`config.mk`:
```
export PLATFORM = sky130hd
export DESIGN_NAME = pump_protection_supervisor
export DESIGN_NICKNAME = d
export VERILOG_FILES = /design/src/sv/ppsup_pkg.sv /design/src/sv/pump_protection_supervisor.sv /design/src/sv/ppsup_flow.sv /design/src/sv/ppsup_pump.sv
export SDC_FILE = /design/constraint.sdc
export NUM_CORES = 2
export LEC_CHECK = 0
export BUFFER_PORTS_ARGS = -buffer_cell sky130_fd_sc_hd__buf_4
export CAP_MARGIN = 10
export CORE_MARGIN = 2
export CORE_UTILIZATION = 55
export DETAILED_ROUTE_END_ITERATION = 10
export PLACE_DENSITY_LB_ADDON = 0.08
export SKIP_CTS_REPAIR_TIMING = 1
export SLEW_MARGIN = 10
export SYNTH_ARGS = -nofsm -noshare
export SYNTH_HDL_FRONTEND = slang
export SYNTH_SLANG_ARGS = --single-unit
```
`constraint.sdc`:
```
create_clock -name clk -period 8.23 [get_ports clk]
set_input_delay 0 -clock clk [delete_from_list [all_inputs] [get_ports clk]]
set_output_delay 0 -clock clk [all_outputs]
set_load 0.01 [all_outputs]
```
`src/sv/ppsup_pkg.sv`:
```
// shared types, constants and register codes of the pump protection supervisor
`timescale 1ns / 1ps

package ppsup_pkg;

  localparam int ADC_BITS   = 12;
  localparam int TANK_CFG_W = 12;
  localparam int TANK_CMP_W = (ADC_BITS > TANK_CFG_W) ? ADC_BITS : TANK_CFG_W;
  localparam int CFG_IDX_W  = 3;
  localparam int CFG_DATA_W = 16;
  localparam int RATE_W     = 10;
  localparam int FLOW_W     = RATE_W + 32;

  localparam logic [15:0] FLOW_SCALE      = 16'd60000;
  localparam logic [31:0] DEFAULT_ELAPSED = 32'd1000;

  localparam logic [15:0]         RST_GRACE       = 16'd3000;
  localparam logic [15:0]         RST_DRY_TIMEOUT = 16'd8000;
  localparam logic [15:0]         RST_STK_TIMEOUT = 16'd5000;
  localparam logic [RATE_W-1:0]   RST_MIN_RATE    = 10'd135;
  localparam logic [RATE_W-1:0]   RST_STK_RATE    = 10'd225;
  localparam logic [TANK_CFG_W-1:0] RST_TANK_LOW  = 12'd992;

  localparam logic [1:0] TF_LEVEL  = 2'b01;
  localparam logic [1:0] TF_SWITCH = 2'b10;

  typedef enum logic [CFG_IDX_W-1:0] {
    REG_DRYRUN_GRACE   = 3'd0,
    REG_DRYRUN_TIMEOUT = 3'd1,
    REG_STUCK_TIMEOUT  = 3'd2,
    REG_MIN_FLOW_RATE  = 3'd3,
    REG_STUCK_FLOW     = 3'd4,
    REG_TANK_LOW_RAW   = 3'd5,
    REG_TANK_MODE      = 3'd6
  } cfg_reg_t;

  typedef enum logic {
    REQ_TICK = 1'b0,
    REQ_CMD  = 1'b1
  } req_t;

  typedef struct packed {
    logic                req_type;
    logic [31:0]         now_ms;
    logic [31:0]         elapsed_ms;
    logic [15:0]         pulses_pump1;
    logic [15:0]         pulses_pump2;
    logic [ADC_BITS-1:0] tank_raw;
    logic                tank_switch_low;
    logic                pump_select;
    logic                pump_on;
  } in_t;

  typedef struct packed {
    logic        pump1_relay_on;
    logic        pump2_relay_on;
    logic [2:0]  pump1_status;
    logic [2:0]  pump2_status;
    logic [1:0]  tank_flags;
    logic        system_error;
    logic [31:0] pump1_total_pulses;
    logic [31:0] pump2_total_pulses;
  } out_t;

  typedef struct packed {
    logic [15:0] grace;
    logic [15:0] dry_timeout;
    logic [15:0] stuck_timeout;
  } pump_cfg_t;

  typedef struct packed {
    logic        step;
    logic        tick;
    logic        cmd_hit;
    logic        cmd_on;
    logic        tank_low;
    logic        below;
    logic        above;
    logic [15:0] pulses;
    logic [31:0] now;
  } pump_ctl_t;

  typedef struct packed {
    logic        relay;
    logic        dry;
    logic        stuck;
    logic [31:0] total;
  } pump_res_t;

endpackage

```
`src/sv/pump_protection_supervisor.sv`:
```
// top level of the two-pump protection supervisor
`timescale 1ns / 1ps

// Two-pump protection supervisor. Each input beat is a tick with sensor data or
// an on/off command; each gives exactly one result beat with relay drives,
// status, tank flags, the error flag and the saturating pulse totals. A beat is
// taken into an input register, worked through combinationally (flow compare,
// interlock, dry-run and stuck detection, relay follow) and the result lands in
// an output register, so the result beat is offered from the output register
// and one beat per cycle is sustained while out_ready stays high; the per-pump
// state update is written when the result is registered. Configuration writes go through cfg_we, cfg_index
// and cfg_data and must be made while idle.
// Indexes past the register list are ignored. No clearing pass after reset.
module pump_protection_supervisor (
  input  logic                             clk,
  input  logic                             rst,
  input  logic                             in_valid,
  output logic                             in_ready,
  input  ppsup_pkg::in_t                   in_data,
  output logic                             out_valid,
  input  logic                             out_ready,
  output ppsup_pkg::out_t                  out_data,
  input  logic                             cfg_we,
  input  logic [ppsup_pkg::CFG_IDX_W-1:0]  cfg_index,
  input  logic [ppsup_pkg::CFG_DATA_W-1:0] cfg_data
);
  import ppsup_pkg::*;

  logic [15:0]           grace_ms;
  logic [15:0]           dry_limit_ms;
  logic [15:0]           stuck_timeout_ms;
  logic [RATE_W-1:0]     min_flow_rate;
  logic [RATE_W-1:0]     stuck_flow_rate;
  logic [TANK_CFG_W-1:0] tank_low_raw;
  logic                  float_mode;

  in_t        item;
  logic       item_valid;
  logic [1:0] tank_flag_bits, tank_flag_bits_next;
  logic       advance, step, is_tick, tank_low, error_next;
  logic       below1, above1, below2, above2;
  pump_cfg_t  pcfg;
  pump_ctl_t  ctl1, ctl2;
  pump_res_t  res1, res2;
  logic [TANK_CMP_W-1:0] raw_w, low_w;

  assign advance  = !out_valid || out_ready;
  assign step     = item_valid && advance;
  assign in_ready = !item_valid || advance;
  assign is_tick  = (item.req_type == REQ_TICK);

  always_ff @(posedge clk) begin
    if (rst) begin
      grace_ms          <= RST_GRACE;
      dry_limit_ms      <= RST_DRY_TIMEOUT;
      stuck_timeout_ms  <= RST_STK_TIMEOUT;
      min_flow_rate     <= RST_MIN_RATE;
      stuck_flow_rate   <= RST_STK_RATE;
      tank_low_raw      <= RST_TANK_LOW;
      float_mode        <= 1'b0;
    end else if (cfg_we) begin
      case (cfg_index)
        REG_DRYRUN_GRACE:   grace_ms          <= cfg_data;
        REG_DRYRUN_TIMEOUT: dry_limit_ms      <= cfg_data;
        REG_STUCK_TIMEOUT:  stuck_timeout_ms  <= cfg_data;
        REG_MIN_FLOW_RATE:  min_flow_rate     <= cfg_data[RATE_W-1:0];
        REG_STUCK_FLOW:     stuck_flow_rate   <= cfg_data[RATE_W-1:0];
        REG_TANK_LOW_RAW:   tank_low_raw      <= cfg_data[TANK_CFG_W-1:0];
        REG_TANK_MODE:      float_mode        <= cfg_data[0];
        default: ;
      endcase
    end
  end

  // input register
  always_ff @(posedge clk) begin
    if (rst) begin
      item_valid <= 1'b0;
    end else if (in_ready) begin
      item_valid <= in_valid;
    end
  end

  always_ff @(posedge clk) begin
    if (in_valid && in_ready) begin
      item <= in_data;
    end
  end

  ppsup_flow u_flow1 (
    .pulses     (item.pulses_pump1),
    .elapsed    (item.elapsed_ms),
    .min_rate   (min_flow_rate),
    .stuck_rate (stuck_flow_rate),
    .below      (below1),
    .above      (above1)
  );

  ppsup_flow u_flow2 (
    .pulses     (item.pulses_pump2),
    .elapsed    (item.elapsed_ms),
    .min_rate   (min_flow_rate),
    .stuck_rate (stuck_flow_rate),
    .below      (below2),
    .above      (above2)
  );

  always_comb begin
    raw_w = {{(TANK_CMP_W-ADC_BITS){1'b0}}, item.tank_raw};
    low_w = {{(TANK_CMP_W-TANK_CFG_W){1'b0}}, tank_low_raw};
    tank_flag_bits_next = tank_flag_bits;
    if (is_tick) begin
      if (float_mode) begin
        tank_flag_bits_next = item.tank_switch_low ? TF_SWITCH : 2'b00;
      end else begin
        tank_flag_bits_next = (raw_w <= low_w) ? TF_LEVEL : 2'b00;
      end
    end
    tank_low = |tank_flag_bits_next;

    pcfg.grace         = grace_ms;
    pcfg.dry_timeout   = dry_limit_ms;
    pcfg.stuck_timeout = stuck_timeout_ms;

    ctl1.step     = step;
    ctl1.tick     = is_tick;
    ctl1.cmd_hit  = !is_tick && !item.pump_select;
    ctl1.cmd_on   = item.pump_on;
    ctl1.tank_low = tank_low;
    ctl1.below    = below1;
    ctl1.above    = above1;
    ctl1.pulses   = item.pulses_pump1;
    ctl1.now      = item.now_ms;

    ctl2.step     = step;
    ctl2.tick     = is_tick;
    ctl2.cmd_hit  = !is_tick && item.pump_select;
    ctl2.cmd_on   = item.pump_on;
    ctl2.tank_low = tank_low;
    ctl2.below    = below2;
    ctl2.above    = above2;
    ctl2.pulses   = item.pulses_pump2;
    ctl2.now      = item.now_ms;

    error_next = tank_low || res1.dry || res1.stuck || res2.dry || res2.stuck;
  end

  ppsup_pump u_pump1 (
    .clk (clk),
    .rst (rst),
    .cfg (pcfg),
    .ctl (ctl1),
    .res (res1)
  );

  ppsup_pump u_pump2 (
    .clk (clk),
    .rst (rst),
    .cfg (pcfg),
    .ctl (ctl2),
    .res (res2)
  );

  always_ff @(posedge clk) begin
    if (rst) begin
      tank_flag_bits <= 2'b00;
      out_valid      <= 1'b0;
    end else if (advance) begin
      out_valid <= item_valid;
      if (item_valid) begin
        tank_flag_bits <= tank_flag_bits_next;
      end
    end
  end

  // result register
  always_ff @(posedge clk) begin
    if (step) begin
      out_data.pump1_relay_on     <= res1.relay;
      out_data.pump2_relay_on     <= res2.relay;
      out_data.pump1_status       <= {res1.stuck, res1.dry, res1.relay};
      out_data.pump2_status       <= {res2.stuck, res2.dry, res2.relay};
      out_data.tank_flags         <= tank_flag_bits_next;
      out_data.system_error       <= error_next;
      out_data.pump1_total_pulses <= res1.total;
      out_data.pump2_total_pulses <= res2.total;
    end
  end

endmodule

```
`src/sv/ppsup_flow.sv`:
```
// flow rate compare of one pump: pulses*60000 against rate*elapsed
`timescale 1ns / 1ps

module ppsup_flow (
  input  logic [15:0]                 pulses,
  input  logic [31:0]                 elapsed,
  input  logic [ppsup_pkg::RATE_W-1:0] min_rate,
  input  logic [ppsup_pkg::RATE_W-1:0] stuck_rate,
  output logic                        below,
  output logic                        above
);
  import ppsup_pkg::*;

  logic [31:0]       el;
  logic [31:0]       lhs;
  logic [FLOW_W-1:0] lhs_w;
  logic [FLOW_W-1:0] min_rhs;
  logic [FLOW_W-1:0] stk_rhs;

  always_comb begin
    el      = (elapsed == 32'd0) ? DEFAULT_ELAPSED : elapsed;
    lhs     = {16'd0, pulses} * {16'd0, FLOW_SCALE};
    lhs_w   = {{(FLOW_W-32){1'b0}}, lhs};
    min_rhs = {{(FLOW_W-RATE_W){1'b0}}, min_rate} * {{(FLOW_W-32){1'b0}}, el};
    stk_rhs = {{(FLOW_W-RATE_W){1'b0}}, stuck_rate} * {{(FLOW_W-32){1'b0}}, el};
    below   = lhs_w < min_rhs;
    above   = lhs_w > stk_rhs;
  end

endmodule

```
`src/sv/ppsup_pump.sv`:
```
// per-pump state: dry-run latch, relay-stuck detector, relay follow and pulse total
`timescale 1ns / 1ps

module ppsup_pump (
  input  logic                  clk,
  input  logic                  rst,
  input  ppsup_pkg::pump_cfg_t  cfg,
  input  ppsup_pkg::pump_ctl_t  ctl,
  output ppsup_pkg::pump_res_t  res
);
  import ppsup_pkg::*;

  logic        want_on, want_on_next;
  logic        relay_state, relay_state_next;
  logic        dry_run_flag, dry_run_flag_next;
  logic        stuck_flag, stuck_flag_next;
  logic [31:0] on_since, on_since_next;
  logic [31:0] low_flow_since, low_flow_since_next;
  logic [31:0] off_flow_since, off_flow_since_next;
  logic [31:0] pulse_total, pulse_total_next;
  logic        flow_below_min, flow_below_min_next;
  logic        flow_above_stuck, flow_above_stuck_next;

  logic [32:0] sum;
  logic [31:0] lfs, ofs;
  logic        want_j;

  always_comb begin
    sum                   = {1'b0, pulse_total} + {17'd0, ctl.pulses};
    flow_below_min_next   = ctl.tick ? ctl.below : flow_below_min;
    flow_above_stuck_next = ctl.tick ? ctl.above : flow_above_stuck;
    pulse_total_next      = pulse_total;
    if (ctl.tick) begin
      pulse_total_next = sum[32] ? 32'hFFFF_FFFF : sum[31:0];
    end

    want_j = ctl.cmd_hit ? ctl.cmd_on : want_on;
    if (ctl.tank_low) begin
      want_j = 1'b0;
    end

    dry_run_flag_next   = dry_run_flag;
    stuck_flag_next     = stuck_flag;
    low_flow_since_next = low_flow_since;
    off_flow_since_next = off_flow_since;
    on_since_next       = on_since;
    lfs                 = (low_flow_since == 32'd0) ? ctl.now : low_flow_since;
    ofs                 = (off_flow_since == 32'd0) ? ctl.now : off_flow_since;

    if (relay_state) begin
      if ((ctl.now - on_since) >= {16'd0, cfg.grace}) begin
        if (flow_below_min_next) begin
          low_flow_since_next = lfs;
          if ((ctl.now - lfs) >= {16'd0, cfg.dry_timeout}) begin
            dry_run_flag_next = 1'b1;
            want_j            = 1'b0;
          end
        end else begin
          low_flow_since_next = 32'd0;
          dry_run_flag_next   = 1'b0;
        end
      end
      off_flow_since_next = 32'd0;
      stuck_flag_next     = 1'b0;
    end else begin
      low_flow_since_next = 32'd0;
      if (flow_above_stuck_next) begin
        off_flow_since_next = ofs;
        if ((ctl.now - ofs) >= {16'd0, cfg.stuck_timeout}) begin
          stuck_flag_next = 1'b1;
        end
      end else begin
        off_flow_since_next = 32'd0;
        stuck_flag_next     = 1'b0;
      end
    end

    // relay follows the request, timestamps restart on each change
    want_on_next     = want_j;
    relay_state_next = relay_state;
    if (want_j != relay_state) begin
      relay_state_next = want_j;
      if (want_j) begin
        on_since_next       = ctl.now;
        low_flow_since_next = 32'd0;
      end else begin
        off_flow_since_next = 32'd0;
      end
    end

    res.relay = relay_state_next;
    res.dry   = dry_run_flag_next;
    res.stuck = stuck_flag_next;
    res.total = pulse_total_next;
  end

  always_ff @(posedge clk) begin
    if (rst) begin
      want_on          <= 1'b0;
      relay_state      <= 1'b0;
      dry_run_flag     <= 1'b0;
      stuck_flag       <= 1'b0;
      on_since         <= 32'd0;
      low_flow_since   <= 32'd0;
      off_flow_since   <= 32'd0;
      pulse_total      <= 32'd0;
      flow_below_min   <= 1'b1;
      flow_above_stuck <= 1'b0;
    end else if (ctl.step) begin
      want_on          <= want_on_next;
      relay_state      <= relay_state_next;
      dry_run_flag     <= dry_run_flag_next;
      stuck_flag       <= stuck_flag_next;
      on_since         <= on_since_next;
      low_flow_since   <= low_flow_since_next;
      off_flow_since   <= off_flow_since_next;
      pulse_total      <= pulse_total_next;
      flow_below_min   <= flow_below_min_next;
      flow_above_stuck <= flow_above_stuck_next;
    end
  end

endmodule

```
# After elaboration in Yosys (flattened, before gate mapping)
# Cells that the tools add are included.
word_totals:
  regBits: 540
  elab_cells: 171
  input_bits: 136
classes:
  mux: 63
  n_lt_le_gt_ge: 11
  n_reduce_logical: 30
  n_eq_ne: 8
  multipliers: 4
  n_addsub: 8
op_table:
  columns: ["cell", "count"]
  rows:
  - ["32-bit two-way mux", 27]
  - ["32-bit by 16-bit greater-or-equal comparator with 1-bit output", 6]
  - ["32-bit subtractor", 6]
  - ["32-bit zero test", 5]
  - ["32-bit by 42-bit > comparator with 1-bit output", 2]
  - ["32-bit by 42-bit < comparator with 1-bit output", 2]
  - ["10-bit by 32-bit multiplier with 42-bit output", 2]
  - ["32-bit by 16-bit adder with 33-bit output", 2]
  - ["16-bit by 11-bit multiplier with 27-bit output (second input constant)", 2]
  - ["1-bit two-way mux", 33]
  - ["2-bit AND reduction", 8]
  - ["12-bit less-or-equal comparator", 1]
  - ["3-bit == test (second input constant)", 3]
  - ["3-bit by 2-bit == test with 1-bit output (second input constant)", 2]
  - ["1-bit logical OR", 6]
  - ["2-bit two-way mux", 3]
  - ["3-bit AND reduction", 2]
  - ["1-bit logical AND", 4]
  - ["3-bit by 1-bit == test with 1-bit output (second input constant)", 1]
  - ["1-bit zero test", 3]
  - ["3-bit zero test", 1]
  - ["1-bit != test", 2]
  - ["2-bit OR reduction", 1]

# Logic depth before layout (Yosys ltp)
depth:
  word_depth: 12
  ltp_mapped: 42

# Hierarchy
# From an unflattened synthesis, not the netlist that was laid out.
unflattened:
  cells_unflattened: 10161
  hier_area_um2: 85587.1
modules_own_cells:
  columns: ["module", "instances", "seq_area_each_um2", "area_per_inst_um2", "cells_per_inst"]
  rows:
  - ["ppsup_flow at u_flow1", 1, 0.0, 24568.6, 2851]
  - ["ppsup_flow at u_flow2", 1, 0.0, 24453.5, 2848]
  - ["ppsup_pump at u_pump1", 1, 2662.6, 13809.5, 1923]
  - ["ppsup_pump at u_pump2", 1, 2662.6, 13760.7, 1920]
  - ["pump_protection_supervisor", 1, 7257.0, 8994.9, 619]

# Worst setup path before layout
# OpenSTA, ideal clock, no wires.
synth_path:
  path_type: "flip-flop to flip-flop"
  from: "reg item[47] in the netlist's numbering"
  to: "reg u_pump1.off_flow_since[0]"
  required_time_ns: 8.113
  stages_incl_launch_ff: 41
  t_arrival_ns: 8.322
  period_less_slack_ns: 8.439
  setup_slack_ns: -0.209
  n_path_buf: 3
  cell_sequence: "edfxtp_1 > clkbuf_1 > nor4_1 > nand4_1 > nor2_1 > or2_2 > clkbuf_1 > nand2_1 > fa_1 > fa_1 > inv_1 > fa_1 > fa_1 > inv_1 > fa_1 > inv_1 > ha_1 > a211o_1 > (+5 left out) > a21o_1 > a21o_1 > a21o_1 > a21oi_1 > xor2_1 > ha_1 > a21o_1 > a21o_1 > a21oi_1 > nand2_1 > a21o_1 > a21oi_1 > nor3_1 > a32oi_1 > o21ai_1 > nand2_1 > buf_2 > nor2_1"
synth_between:
  elab_chain_len: 10
  word_cells_on_any_way: 16
  cone_classes: "2 x mul; 2 x order compare; 1 x eq/ne; 10 x mux; 1 x reduce/logical"
synth_lines:
  columns: ["element", "line_no", "source"]
  rows:
  - ["from (decl)", "pump_protection_supervisor.sv:37", "in_t item;"]
  - ["from (signal assigned)", "pump_protection_supervisor.sv:86", "item <= in_data;"]
  - ["32-bit zero test", "ppsup_flow.sv:21", "el = (elapsed == 32'd0) ? DEFAULT_ELAPSED : elapsed;"]
  - ["32-bit two-way mux (*)", "ppsup_flow.sv:21", null]
  - ["10-bit by 32-bit multiplier with 42-bit output", "ppsup_flow.sv:24", "min_rhs = {{(FLOW_W-RATE_W){1'b0}}, min_rate} * {{(FLOW_W-32){1'b0}}, el};"]
  - ["32-bit by 42-bit < comparator with 1-bit output", "ppsup_flow.sv:26", "below = lhs_w < min_rhs;"]
  - ["1-bit two-way mux", "ppsup_pump.sv:30", "flow_below_min_next = ctl.tick ? ctl.below : flow_below_min;"]
  - ["1-bit two-way mux", "ppsup_pump.sv:52", "if (flow_below_min_next) begin"]
  - ["1-bit two-way mux", "ppsup_pump.sv:51", "if ((ctl.now - on_since) >= {16'd0, cfg.grace}) begin"]
  - ["1-bit two-way mux", "ppsup_pump.sv:50", "if (relay_state) begin"]
  - ["32-bit two-way mux / 1-bit != test (equally long branches)", "ppsup_pump.sv:83, ppsup_pump.sv:81", null]
  - ["32-bit two-way mux (*)", "ppsup_pump.sv:81", "if (want_j != relay_state) begin"]
  - ["to (signal assigned)", "ppsup_pump.sv:116", "off_flow_since <= off_flow_since_next;"]
  - ["to (decl)", "ppsup_pump.sv:19", "logic [31:0] off_flow_since, off_flow_since_next;"]
# Every way passes the cells marked *; elsewhere a longest branch is shown, timed or not.
# A chain may end at the register's enable or synchronous reset.

# Worst setup path after layout
layout_path:
  from: "reg item[63] in the netlist's numbering"
  to: "reg u_pump1.low_flow_since[25]"
layout_between:
  elab_chain_len: 10
  word_cells_on_any_way: 14
  cone_classes: "1 x mul; 1 x order compare; 1 x eq/ne; 10 x mux; 1 x reduce/logical"
layout_lines:
  columns: ["element", "line_no", "source"]
  rows:
  - ["32-bit zero test", "ppsup_flow.sv:21", null]
  - ["32-bit two-way mux (*)", "ppsup_flow.sv:21", null]
  - ["10-bit by 32-bit multiplier with 42-bit output (*)", "ppsup_flow.sv:24", null]
  - ["32-bit by 42-bit < comparator with 1-bit output (*)", "ppsup_flow.sv:26", null]
  - ["1-bit two-way mux (*)", "ppsup_pump.sv:30", null]
  - ["32-bit two-way mux / 1-bit two-way mux (equally long branches)", "ppsup_pump.sv:52", null]
  - ["32-bit two-way mux / 1-bit two-way mux (equally long branches)", "ppsup_pump.sv:51", null]
  - ["32-bit two-way mux / 1-bit two-way mux (equally long branches)", "ppsup_pump.sv:50", null]
  - ["32-bit two-way mux / 1-bit != test (equally long branches)", "ppsup_pump.sv:83, ppsup_pump.sv:81", null]
  - ["32-bit two-way mux (*)", "ppsup_pump.sv:81", null]
  - ["to (signal assigned)", "ppsup_pump.sv:115", "low_flow_since <= low_flow_since_next;"]
  - ["to (decl)", "ppsup_pump.sv:18", "logic [31:0] low_flow_since, low_flow_since_next;"]
# Marks and branches as above.

==> impl_metrics.tcl <==
set metrics [dict create \
    outcome "complete, but fails checks" \
    violations "negative setup slack" \
    fin_util_pct 65.1 \
    drc_errors 0 \
    relSlewSlack_pct 24.8 \
    yosysTopAreaCellShare_pct 19.0 \
    worst-setup-path-type "reg -> reg" \
    reg2reg_from "item[63]" \
    reg2reg_to "u_pump1.low_flow_since[25]" \
    power.leakage_nw 34.1 \
    detail-route-antenna-nets 0 \
    drt-pass1-iter-count 6 \
    tritoncts "done" \
    startpoint "item[63]" \
    root_buffer "clkbuf_16" \
    p_int_mw 15.7 \
    via_per_inst 5.94 \
    maxCapViolCount 0 \
    dp.final_hpwl_mm 152 \
    ios 213 \
    wl_per_cell_um 21.2 \
    rr_worst_depth 40 \
    synth.yosys.seq_area_share_pct 19.7 \
    period_share_pct 108 \
    syn-num-nets 8774 \
    dr.first_iter.drc_count 4006 \
    setup_viol 144 \
    yosys-top-cells-area "fa_1 (19%), ha_1 (14%), dfxtp_1 (11%)" \
    worst-slew-pin-transition_ns 1.12 \
    final_cell_count_no_fill 9448 \
    combPwrFrac_pct 79.7 \
    grt_setup_unrepaired "true" \
    wl_mm 201 \
    yosys.area.top_type "fa_1" \
    min-delay-start "in_data[71]" \
    antenna_found_initial 4 \
    dp.cells 9136 \
    grt_overflow 0 \
    rows 125 \
    coreArea_mm2 0.116 \
    clock_latency_ns 0.68 \
    nFillCells 9776 \
    ys_warn_count 0 \
    synth_cell_types 117 \
    start_util_pct 55.2 \
    die_w_um 345 \
    yosys-top-cells-count "inv_1 (843), nand2_1 (746), ha_1 (728)" \
    p_seq_share_pct 9.9 \
    vias 56100 \
    min_period_ns 8.86 \
    grtUsageTotal_pct 32.9 \
    reg2reg_slack_ns -0.63 \
    syn2layout_area_growth_pct 17.9 \
    htree_num_levels 3 \
    synth_most_common_cell "inv_1" \
    crit_arrival_ns 9.46 \
    gp_congestion 0.964 \
    max_stage_delay_ns 0.57 \
    fp.dieH_um 345 \
    synth_edf_count 185 \
    hold_path_class "in -> reg" \
    grt_pass1_vias 54900 \
    cp.required_ns 8.83 \
    critical_path_peak_fanout 8 \
    switching_share_pct 48.6 \
    syn_area_per_cell_um2 8.75 \
    async_flop_share_pct 0 \
    finClkSkew_ns 0.0333 \
    p_clk_share_pct 10.4 \
    hold_viol 0 \
    slew_viol_final 0 \
    multi_input_area_mm2 0.0482 \
    worstHoldPathCells 2 \
    whs_endpoint "item[71]" \
    clock_path_buffers 3 \
    clock_sinks 536 \
    synth_area_mm2 0.0639 \
    path_common_cell "fa_1" \
    synth_ff_type "dfxtp_1" \
    grt_max_degree 99 \
    ys_ff_latch 536 \
    crit_path_end_kind "flip-flop" \
    io_buffers 212 \
    nets 9339 \
    final-seq-area_mm2 0.0126 \
    clk_pin_slew_ns 0.07 \
    p_sw_mw 14.8 \
    start_kind "flip-flop" \
    drive_gt1_share_pct 14.1 \
    slowest_stage "fa_1" \
    cts_buffers 67 \
    setup_slack_ns -0.627 \
    synthCells 7304 \
    cellPowerDensity_mw_per_mm2 405 \
    fmax_mhz 113 \
    die-area_mm2 0.119 \
    peakVddDrop_mv 0.538 \
    grt_first_pass_wirelength_mm 305 \
]
[per-layer routing]
metal	GRT usage (%)	vias up	wire [um]
li1	-	26400	-
met2	54.7	1796	94900
met3	5.18	391	12700
met4	14.8	0	9840
met5	0	-	0
met1	42.3	27500	83300
[logic make-up (layout without fill, tap and decap cells)]
logic type                 after synthesis  after routing  share of synthesized area [%]
adders and majority gates             1340           1340                           33.3
xor gates and xnor gates               258            258                           3.56
buffers and inverters                 1173           1792                           7.09
and+or+nand+nor                       2152           2152                           16.6
muxes                                  104            104                           1.65
AOI/OAI and AO/OA                     1741           1741                           18.0
other                                    0              1                              0
DFF                                    536            536                           19.7
[registers in the layout, summed over array words and instances (netlist names), 32 cells and up]
signal and flops:
u_pump2.off_flow_since 32, u_pump1.on_since 32, item 35, u_pump1.pulse_total 32, u_pump2.low_flow_since 32, u_pump1.off_flow_since 32, out_data 73, u_pump2.pulse_total 32
ctl1 49, u_pump1.low_flow_since 32, u_pump2.on_since 32
[power by group through the flow]
stage / Combinational, mW / Sequential [mW] / Clock [mW]
2_1_floorplan: 14.5 / 3.04 / 0
3_3_place_gp: 21.8 / 3.07 / 0
3_5_place_dp: 22.2 / 3.08 / 0
4_1_cts: 22.4 / 3.02 / 3.22
5_1_grt: 26.8 / 3.04 / 3.31
6_report: 24.3 / 3.03 / 3.16
[per-stage QoR]
step / setup WS [ns] / TNS [ns] / power, mW / hold slack [ns] / area (um2)
final: -0.627 / -69.08 / 30.5 / 0.0502 / 75300
after global routing: -0.984 / -123.02 / 33.2 / 0.0367 / 75300
after floorplan: 0.00489 / 0 / 17.6 / 0.0989 / 63900
after global placement: -1.00 / -106.66 / 24.9 / 0.178 / 69500
after detailed placement: -1.22 / -132.21 / 25.2 / 0.179 / 69500
after CTS: -1.27 / -140.23 / 28.6 / -0.558 / 71800
[placed cells by master (no fill, tap or decap), drive strengths merged, types with 93 or more instances in the layout]
cell type	Yosys	routed
a21o	188	188
a21oi	573	573
a31oi	122	122
and2	361	361
buf	47	674
clkbuf	280	93
dfxtp	351	351
dlygate4sd3	0	139
edfxtp	185	185
fa	606	606
ha	728	728
inv	845	853
mux2i	95	95
nand2	747	747
nand3	100	100
nor2	406	406
nor3	97	97
o21ai	258	258
xnor2	169	169
[worst max-delay path by stage]
stage,end,cells past startpoint,slack [ns]
floorplan,u_pump1.off_flow_since[30],40,0.005
global placement,u_pump1.off_flow_since[2],39,-1.00
detailed placement,u_pump1.off_flow_since[31],40,-1.22
CTS,u_pump1.off_flow_since[2],40,-1.27
global route,u_pump2.off_flow_since[30],42,-0.98
finish,u_pump1.low_flow_since[25],40,-0.63
[layout make-up]
| class | count | share of cell area (%) |
|---|---|---|
| Antenna cell | 1 | 0.00332 |
| Tap cell | 1524 | 2.53 |
| Sequential cell | 536 | 16.7 |
| Multi-Input combinational cell | 5595 | 64.0 |
| Inverter | 846 | 4.22 |
| Clock buffer | 83 | 2.42 |
| Clock inverter | 40 | 0.666 |
| Timing Repair Buffer | 823 | 9.45 |
[critical path: cells and delay by family, from the launching register on]
kind	cells	cell delay, ns
fa+ha+maj	8	3.34
compound gates	13	2.34
buf+inv	11	1.29
simple gates	7	1.11
flops	1	0.44
xor+xnor	1	0.26
Power figures use the tool's default switching activity.
